`src/hw/rtl/cda_alu.sv`:
```
`timescale 1ns / 1ps
`default_nettype none
// ----------------------------------------------------------------------------
// cda_alu - shared add/subtract unit
// Signed adder shared by the steps of the date sequencer.
// ----------------------------------------------------------------------------
module cda_alu #(
  parameter int unsigned W = 18
) (
  input  wire logic signed [W-1:0] a_i,
  input  wire logic signed [W-1:0] b_i,
  input  wire logic                sub_i,
  output logic signed [W-1:0]      y_o
);

  assign y_o = sub_i ? (a_i - b_i) : (a_i + b_i);

endmodule : cda_alu
`default_nettype wire

```
`config.mk`:
```
export PLATFORM = sky130hd
export DESIGN_NAME = cda_alu
export DESIGN_NICKNAME = d
export VERILOG_FILES = /design/src/hw/rtl/cda_alu.sv
export SDC_FILE = /design/constraint.sdc
export NUM_CORES = 1
export LEC_CHECK = 0
export ABC_AREA = 1
export BUFFER_PORTS_ARGS = -buffer_cell sky130_fd_sc_hd__buf_4
export CAP_MARGIN = 5
export CORE_ASPECT_RATIO = 0.7
export CORE_MARGIN = 4
export CORE_UTILIZATION = 40
export DETAILED_ROUTE_END_ITERATION = 10
export MAX_ROUTING_LAYER = met4
export PLACE_DENSITY = 0.67
export REMOVE_ABC_BUFFERS = 1
export SYNTH_ARGS = -nofsm -noshare
export SYNTH_HDL_FRONTEND = slang
export SYNTH_SLANG_ARGS = --single-unit
```
`constraint.sdc`:
```
create_clock -name vclk -period 2.94
set_input_delay 0.294 -clock vclk [all_inputs]
set_output_delay 0.294 -clock vclk [all_outputs]
set_load 0.05 [all_outputs]
```
# --- Word-level counts from Yosys, hierarchy flattened ---
# Cells that the tools add are included.
# Widths: inputs -> output; s select.
totals:
  reg_bits: 0
  in_bits: 37
  output_inout_bits: 18
  wordCells: 3
classes:
  addsub: 2
  n_mux: 1
ops:
  columns: ["op", "n"]
  rows:
  - ["$add 18x18->18", 1]
  - ["$mux 18", 1]
  - ["$sub 18x18->18", 1]

# --- Depth between registers and ports, before layout ---
# Gate-level depths: netlist of the first run.
logic_depth:
  word_depth: 2
  depth_mapped: 17
  ltp_nobuf: 17

# --- Worst setup path before layout of the first run ---
# Ideal clock, no wire load.
synth_path:
  kind: "input to output"
  start: "in b_i[0]"
  end: "out y_o[9]"
  arrival_time_ps: 2584
  t_required_ps: 2646
  setup_slack_ps: 62
  path_stages: 12
  path_buffers: 0
  cell_sequence: "inv_1 ha_1 nand3_2 o21ai_4 o21ai_1 xnor2_1 ha_1 nand2_2 inv_1 a21oi_1 nand3_2 xor2_1"
synth_via:
  elab_chain_len: 2
  elab_cells_between_ends: 3
  classes_between: "2 x add/sub; 1 x mux"
synth_lines:
  columns: ["element", "line", "text"]
  rows:
  - ["start, declared", "11", "input wire logic signed [W-1:0] b_i,"]
  - ["$add 18x18->18 / $sub 18x18->18 (equally long branches)", "16", "assign y_o = sub_i ? (a_i - b_i) : (a_i + b_i);"]
  - ["$mux 18 *", "16", null]
  - ["end, declared", "13", "output logic signed [W-1:0] y_o"]
# Every way passes the cells marked *; elsewhere a longest branch is shown, timed or not.

# --- Final worst setup path of the first run ---
layout_path:
  start: "in b_i[0]"
  end: "out y_o[17]"
# The elaborated chain is that of the path after synthesis.

==> impl_results.html, run 1 <==
<table>
<tr><th>Metric</th><th>Value</th></tr>
<tr><th colspan="2">Route</th></tr>
<tr><td>Vias</td><td>between 1500 and 2000</td></tr>
<tr><td>DRC errors left</td><td>0</td></tr>
<tr><td>Total wire length after detailed routing</td><td>approximately 4000 µm</td></tr>
<tr><td>1st-pass router iterations</td><td>4</td></tr>
<tr><td>Number of nets with antenna violations after detailed routing</td><td>0</td></tr>
<tr><td>Vias/cell</td><td>4.76</td></tr>
<tr><td>Iteration-0 DRC count of the detailed router</td><td>approximately 90</td></tr>
<tr><td>WL per Instance</td><td>between 10 and 15 µm</td></tr>
<tr><th colspan="2">Global routing</th></tr>
<tr><td>Antenna violations before repair</td><td>0</td></tr>
<tr><td>Global-route usage over all layers</td><td>0.168</td></tr>
<tr><td>Largest net degree at the start of global routing</td><td>11</td></tr>
<tr><td>Overflow after GRT</td><td>0</td></tr>
<tr><td>Global-route wire length before repair</td><td>around 6300 µm</td></tr>
<tr><td>Number of global-route vias before repair</td><td>1445</td></tr>
<tr><th colspan="2">Final layout</th></tr>
<tr><td>Core utilization of the finished layout</td><td>0.611</td></tr>
<tr><td>Number of nets at the end of the flow</td><td>369</td></tr>
<tr><td>Num sequential</td><td>0</td></tr>
<tr><td>Highest-count cells in the layout ignoring fill and taps</td><td>68 x nand2_1, 56 x buf_4, 35 x inv_1, 32 x nor2_1, 18 x xor2_1</td></tr>
<tr><td>Relative area change from synthesis to final layout</td><td>40.4%</td></tr>
<tr><td>Sequential cell area</td><td>0 µm²</td></tr>
<tr><td>Clock Buffer Count</td><td>0</td></tr>
<tr><td>Most common cell after layout, fill and taps aside</td><td>nand2_1</td></tr>
<tr><td>Layout cell share with drive strength beyond 1</td><td>0.296</td></tr>
<tr><td>Antenna cell count</td><td>0</td></tr>
<tr><th colspan="2">Worst setup path</th></tr>
<tr><td>Crit start category</td><td>input pin</td></tr>
<tr><td>Type of the worst setup path</td><td>input pin to output port</td></tr>
<tr><td>Worst path arrival time</td><td>2.51 ns</td></tr>
<tr><td>Critical-path cell list</td><td>buf_4 -&gt; inv_2 -&gt; ha_4 -&gt; nand3_2 -&gt; o21ai_4 -&gt; nand2_4 -&gt; nor2_4 -&gt; xor2_1 -&gt; ha_2 -&gt; nand2_1 -&gt; nor2_1 -&gt; and2_1 -&gt; nand2_1 -&gt; nand2_1 -&gt; nand2_1 -&gt; nand2_1 -&gt; buf_6</td></tr>
<tr><td>Cell with the most instances on the worst path</td><td>nand2_1</td></tr>
<tr><td>Crit path largest cell delay</td><td>between 0.3 and 0.4 ns</td></tr>
<tr><td>Maximum fanout encountered on the critical timing path</td><td>5</td></tr>
<tr><td>Slowest stage cell, crit path</td><td>ha_2</td></tr>
<tr><td>Critical path startpoint</td><td>b_i[0]</td></tr>
<tr><td>Critical Path End</td><td>y_o[17]</td></tr>
<tr><td>Worst endpoint required time</td><td>roughly 2.7 ns</td></tr>
<tr><td>Critical path endpoint category</td><td>output port</td></tr>
<tr><th colspan="2">Power</th></tr>
<tr><td>Net switching share of the total power</td><td>0.657</td></tr>
<tr><td>Seq pwr share</td><td>0</td></tr>
<tr><td>Power density cells</td><td>between 400 and 500 mW/mm²</td></tr>
<tr><td>Internal power</td><td>about 290 µW</td></tr>
<tr><td>Gate power share</td><td>1.000</td></tr>
<tr><td>Final Total Pwr</td><td>roughly 850 µW</td></tr>
<tr><td>Proportion of power drawn by the clock network</td><td>0</td></tr>
<tr><td>Worst IR drop on VDD</td><td>around 210 µV</td></tr>
<tr><td>Reported leakage power</td><td>~0.0011 µW</td></tr>
<tr><td>Sw Pwr</td><td>557 µW</td></tr>
<tr><th colspan="2">Synthesis</th></tr>
<tr><td>Number of warning messages in the yosys log</td><td>0</td></tr>
<tr><td>Main combinational cell family by area after synthesis</td><td>simple AND/OR/NAND/NOR gates</td></tr>
<tr><td>Seq/Total Area, Yosys</td><td>0</td></tr>
<tr><td>Netlist area before placement</td><td>approximately 0.0014 mm²</td></tr>
<tr><td>Number of cells produced by synthesis</td><td>254</td></tr>
<tr><td>Area fraction in compound gates after synthesis</td><td>0.146</td></tr>
<tr><td>Share of the synthesized netlist area taken by xor and xnor gates</td><td>0.154</td></tr>
<tr><td>Per-instance average area after synthesis</td><td>roughly 5.6 µm²</td></tr>
<tr><td>Post-synthesis share of cell area spent on and, or, nand and nor gates</td><td>0.404</td></tr>
<tr><td>Proportion of synthesized area in mux cells</td><td>0</td></tr>
<tr><td>Adder-cell share of the synthesized area</td><td>0.172</td></tr>
<tr><td>Count of cell types in the netlist</td><td>30</td></tr>
<tr><th colspan="2">Status</th></tr>
<tr><td>Outcome</td><td>complete, no violations</td></tr>
<tr><th colspan="2">Floorplanning</th></tr>
<tr><td>Die Width</td><td>79.3 µm</td></tr>
<tr><td>Core outline area</td><td>~0.0033 mm²</td></tr>
<tr><td>Initial Util</td><td>0.435</td></tr>
<tr><td>Height of the chip</td><td>approximately 58 µm</td></tr>
<tr><td>Row count</td><td>17</td></tr>
<tr><td>Die ar.</td><td>roughly 0.0046 mm²</td></tr>
<tr><td>I/O pin cnt</td><td>between 50 and 60</td></tr>
<tr><th colspan="2">Job</th></tr>
<tr><td>Max Cap Violations</td><td>0</td></tr>
<tr><th colspan="2">Hold path</th></tr>
<tr><td>Type of the tightest min-delay check</td><td>input pin to output port</td></tr>
<tr><th colspan="2">Placed design</th></tr>
<tr><td>Port Buffers</td><td>55</td></tr>
<tr><td>Placed wire-length estimate</td><td>around 3400 µm</td></tr>
<tr><td>Global placer's final weighted congestion</td><td>roughly 0.90</td></tr>
<tr><th colspan="2">Timing</th></tr>
<tr><td>Final-report max-slew violation count</td><td>0</td></tr>
<tr><td>Portion of the clock cycle consumed by the worst path in the final layout</td><td>0.954</td></tr>
<tr><td>Worst max-slew margin expressed relative to the limit</td><td>0.664</td></tr>
<tr><td>Transition time of the tightest slew-check pin</td><td>between 0.4 and 0.5 ns</td></tr>
<tr><td>Finish-stage setup viols</td><td>0</td></tr>
<tr><td>Post-layout minimum cycle time</td><td>about 2.8 ns</td></tr>
<tr><td>Maximum operating frequency</td><td>around 0.36 GHz</td></tr>
<tr><td>Final sum of negative setup slack</td><td>0 ns</td></tr>
<tr><td>Endpoints failing hold</td><td>0</td></tr>
<tr><th colspan="2">Clock network</th></tr>
<tr><td>Hold-fix buffer count after cts</td><td>0</td></tr>
</table>
## stage by stage
| stage | hold slack [ns] | area, µm² | std cells | setup WS [ns] |
|---|---|---|---|---|
| after floorplan | 0.869 | 1410 | 253 | 0.0620 |
| after global placement | 0.993 | 1890 | 355 | 0.112 |
| after detailed placement | 0.997 | 1890 | 355 | 0.0571 |
| after CTS | 0.997 | 1890 | 355 | 0.0527 |
| after global routing | 1.05 | 2000 | 358 | -0.0484 |
| final | 1.00 | 2000 | 358 | 0.134 |
## cells in the mapped netlist, drive strengths merged
cell	instances	area, µm²
a21oi	14	70.1
nor3	1	5.00
a21o	2	15.0
nand2	74	295
nand4	3	18.8
buf	1	11.3
nand3	16	90.1
o21bai	1	7.51
a21boi	2	18.8
and2	3	18.8
xor2	18	158
nor2	36	148
xnor2	7	61.3
clkinv	3	23.8
ha	18	225
fa	1	20.0
a31oi	1	6.26
inv	38	143
o21ai	15	90.1
## cell type report
class | instances | area (µm²)
Timing Repair Buffer | 58 | 443
Multi-Input combinational cell | 212 | 1330
Inverter | 41 | 166
Fill cell | 371 | 1270
Tap cell | 47 | 58.8
## cell families (layout without fill, tap and decap cells)
group / after synthesis / count (layout)
and+or+nand+nor: 133 / 133
adders and majority gates: 19 / 19
xor gates and xnor gates: 25 / 25
AOI/OAI and AO/OA: 35 / 35
buffers and inverters: 42 / 99
## critical path: cells and delay by family
family / cells / cell delay [ns]
AND/OR/NAND/NOR: 10 / 1.03
XOR/XNOR: 1 / 0.08
adder cells (fa/ha/maj): 2 / 0.52
AO/OA/AOI/OAI: 1 / 0.24
buffers and inverters: 3 / 0.35
## power groups by stage
stage	Combinational (µW)	Clock, µW	Sequential, µW
floorplan	575	0	0
global placement	802	0	0
detailed placement	801	0	0
CTS	803	0	0
global route	915	0	0
finish	847	0	0
## metal layers
layer  global-route usage  part of all wire  up-vias
met3              0.00466             0.065        4
li1                     -                 -      919
met4              0.00735            0.0081        0
met1                0.271              0.53      729
met2                0.237              0.40       51
met5                    -                 0        -
## worst min-delay path by stage
stage / startpoint / end / slack, ns / cells after the start
floorplan: b_i[0] / y_o[0] / 0.87 / 2
global placement: b_i[0] / y_o[0] / 0.99 / 4
detailed placement: b_i[0] / y_o[0] / 1.0 / 4
CTS: b_i[0] / y_o[0] / 1.0 / 4
global route: b_i[0] / y_o[0] / 1.05 / 4
finish: b_i[0] / y_o[0] / 1.00 / 4
## timing repair
action,4_1_cts,5_1_grt
resized for setup,0,24
buffers inserted,0,3
endpoints found under the setup margin,0,7
(Power assumes the default switching activity.)
==> run 2: changes to the inputs <==
Settings changed: CORE_ASPECT_RATIO 0.7 to 2, REMOVE_ABC_BUFFERS 1 to not set.
==> run 2 against run 1 <==
Net effect:
- die area increased by 0.92%
- flip-flop and latch count is the same
- critical path depth is 1 lower
- critical path type unchanged
- largest cell class unchanged
==> impl_results.html, run 2 (same netlist as run 1, synthesis figures left out) <==
<table>
<tr><th>Metric</th><th>Value</th></tr>
<tr><th colspan="2">Route</th></tr>
<tr><td>DRC errors left</td><td>0 (unchanged)</td></tr>
<tr><td>Total wire length after detailed routing</td><td>4190 µm (+6.2%)</td></tr>
<tr><td>Number of nets with antenna violations after detailed routing</td><td>0 (unchanged)</td></tr>
<tr><td>Iteration-0 DRC count of the detailed router</td><td>17 (-81%)</td></tr>
<tr><td>1st-pass router iterations</td><td>4 (unchanged)</td></tr>
<tr><td>Vias</td><td>1743 (+2.3%)</td></tr>
<tr><td>WL per Instance</td><td>11.6 µm (+5.3%)</td></tr>
<tr><td>Vias/cell</td><td>4.83 (+1.5%)</td></tr>
<tr><th colspan="2">Worst setup path</th></tr>
<tr><td>Worst endpoint required time</td><td>2.65 ns (about the same)</td></tr>
<tr><td>Crit start category</td><td>input pin</td></tr>
<tr><td>Type of the worst setup path</td><td>input pin to output port</td></tr>
<tr><td>Critical path endpoint category</td><td>output port</td></tr>
<tr><td>Maximum fanout encountered on the critical timing path</td><td>4 (-1)</td></tr>
<tr><td>Worst path arrival time</td><td>2.44 ns (-0.07 ns)</td></tr>
<tr><th colspan="2">Power</th></tr>
<tr><td>Worst IR drop on VDD</td><td>471 µV (+120%)</td></tr>
<tr><td>Power density cells</td><td>421 mW/mm² (-0.43%)</td></tr>
<tr><td>Reported leakage power</td><td>0.00111 µW (+1.7%)</td></tr>
<tr><th colspan="2">Timing</th></tr>
<tr><td>Post-layout minimum cycle time</td><td>2.73 ns (-0.0733 ns)</td></tr>
<tr><td>Finish-stage setup viols</td><td>0 (unchanged)</td></tr>
<tr><td>Smallest hold slack</td><td>0.994 ns (-0.0108 ns)</td></tr>
<tr><td>Setup repair after global routing missed its margin</td><td>false</td></tr>
<tr><td>Portion of the clock cycle consumed by the worst path in the final layout</td><td>0.930 (-0.0249)</td></tr>
<tr><td>Endpoints failing hold</td><td>0 (unchanged)</td></tr>
<tr><td>Transition time of the tightest slew-check pin</td><td>0.386 ns (-0.114 ns)</td></tr>
<tr><td>Worst max-slew margin expressed relative to the limit</td><td>0.740 (+0.0766)</td></tr>
<tr><td>Final critical-path setup slack</td><td>0.207 ns (+0.0733 ns)</td></tr>
<tr><td>Maximum operating frequency</td><td>0.366 GHz (+2.7%)</td></tr>
<tr><td>Final sum of negative setup slack</td><td>0 ns (unchanged)</td></tr>
<tr><td>Final-report max-slew violation count</td><td>0 (unchanged)</td></tr>
<tr><th colspan="2">Floorplanning</th></tr>
<tr><td>Height of the chip</td><td>92.4 µm (+59%)</td></tr>
<tr><td>Initial Util</td><td>0.417 (-0.0178)</td></tr>
<tr><td>Die ar.</td><td>0.00464 mm² (+0.92%)</td></tr>
<tr><td>I/O pin cnt</td><td>55 (unchanged)</td></tr>
<tr><td>Die Width</td><td>50.2 µm (-37%)</td></tr>
<tr><td>Row count</td><td>30 (+13)</td></tr>
<tr><td>Core outline area</td><td>0.00342 mm² (+4.3%)</td></tr>
<tr><th colspan="2">Placed design</th></tr>
<tr><td>Global placer's final weighted congestion</td><td>0.872 (-2.9%)</td></tr>
<tr><td>Placed wire-length estimate</td><td>3740 µm (+8.8%)</td></tr>
<tr><td>Port Buffers</td><td>55 (unchanged)</td></tr>
<tr><td>Pre-CTS setup slack</td><td>0.00554 ns (-0.0516 ns)</td></tr>
<tr><td>Standard cell area after detailed placement</td><td>0.00189 mm² (+0.46%)</td></tr>
<tr><th colspan="2">Global routing</th></tr>
<tr><td>Number of global-route vias before repair</td><td>1621 (+12%)</td></tr>
<tr><td>Routing layer with the top usage in global route</td><td>met2</td></tr>
<tr><td>Global-route wire length before repair</td><td>6730 µm (+6.8%)</td></tr>
<tr><td>Global-route track usage on met1</td><td>0.166 (-0.105)</td></tr>
<tr><td>Grt met3 use</td><td>0.0145 (+0.00983)</td></tr>
<tr><td>Global-route usage over all layers</td><td>0.183 (+0.0153)</td></tr>
<tr><td>Met2 GRT Util</td><td>0.394 (+0.157)</td></tr>
<tr><td>Largest net degree at the start of global routing</td><td>11 (unchanged)</td></tr>
<tr><td>Overflow after GRT</td><td>0 (unchanged)</td></tr>
<tr><td>Antenna violations before repair</td><td>0 (unchanged)</td></tr>
<tr><th colspan="2">Synthesis</th></tr>
<tr><td>Synth Net Count</td><td>310</td></tr>
<tr><th colspan="2">Final layout</th></tr>
<tr><td>Layout cell share with drive strength beyond 1</td><td>0.300 (+0.00450)</td></tr>
<tr><td>Num sequential</td><td>0 (unchanged)</td></tr>
<tr><td>Clock Buffer Count</td><td>0 (unchanged)</td></tr>
<tr><td>Relative area change from synthesis to final layout</td><td>43.1%</td></tr>
<tr><td>Area of all placed cells without fillers</td><td>0.00204 mm² (+1.9%)</td></tr>
<tr><td>Antenna cell count</td><td>0 (unchanged)</td></tr>
<tr><td>Highest-count cells in the layout ignoring fill and taps</td><td>68 x nand2_1, 58 x buf_4, 35 x inv_1, 31 x nor2_1, 17 x xor2_1</td></tr>
<tr><td>Sequential cell area</td><td>0 µm² (unchanged)</td></tr>
<tr><td>Number of nets at the end of the flow</td><td>371 (+0.54%)</td></tr>
<tr><td>Most common cell after layout, fill and taps aside</td><td>nand2_1</td></tr>
<tr><th colspan="2">Hold path</th></tr>
<tr><td>Type of the tightest min-delay check</td><td>input pin to output port</td></tr>
<tr><th colspan="2">Status</th></tr>
<tr><td>Outcome</td><td>complete, no violations</td></tr>
<tr><th colspan="2">Job</th></tr>
<tr><td>Max Cap Violations</td><td>0 (unchanged)</td></tr>
</table>
[run 2: report_power, final]
group	switching (µW)	internal, µW	leakage (µW)	total [µW]
Clock	0	0	0	0
Combinational	561	298	0.00111	859
Sequential	0	0	0	0
Total	561	298	0.00111	859
[run 2: worst max-delay path, stage by stage]
cell,delay (ns)
buf_4,0.12
inv_2,0.07
ha_4,0.15
nand3_2,0.09
o21ai_4,0.22
xnor2_1,0.15
inv_1,0.10
ha_4,0.29
nand2_1,0.07
clkinv_1,0.07
nand4_1,0.09
nand2_1,0.13
nand2_1,0.06
nand2_1,0.09
xor2_1,0.21
buf_4,0.23
[run 2: final cells by class]
type | instances | area, µm²
fill | 363 | 1380
inverter | 41 | 166
timing repair buffer | 60 | 458
tap | 48 | 60.1
multi-input combinational | 212 | 1360
[run 2: final timing paths]
path | cells past startpoint | slack [ns] | end | start
max | 16 | 0.21 | y_o[12] | b_i[1]
min | 4 | 0.99 | y_o[0] | b_i[0]
[run 2: timing repair]
item	4_1_cts	5_1_grt
hold buffers	0	0
gates resized for setup	2	23
pin swaps	4	8
gates cloned	0	0
setup endpoints to repair	1	9
setup buffers	1	3
[run 2: routing by layer]
metal / vias to the layer above / routed length (µm)
met5: - / 0
met4: 0 / 87
li1: 931 / -
met1: 767 / 1410
met2: 41 / 2510
met3: 4 / 184
[run 2: per-stage QoR]
step / utilization / total power [µW] / std cells
2_1_floorplan: - / 578 / 254
3_3_place_gp: 0.555 / 809 / 357
3_5_place_dp: 0.555 / 811 / 357
4_1_cts: 0.559 / 820 / 358
5_1_grt: 0.597 / 932 / 361
6_report: 0.597 / 859 / 361
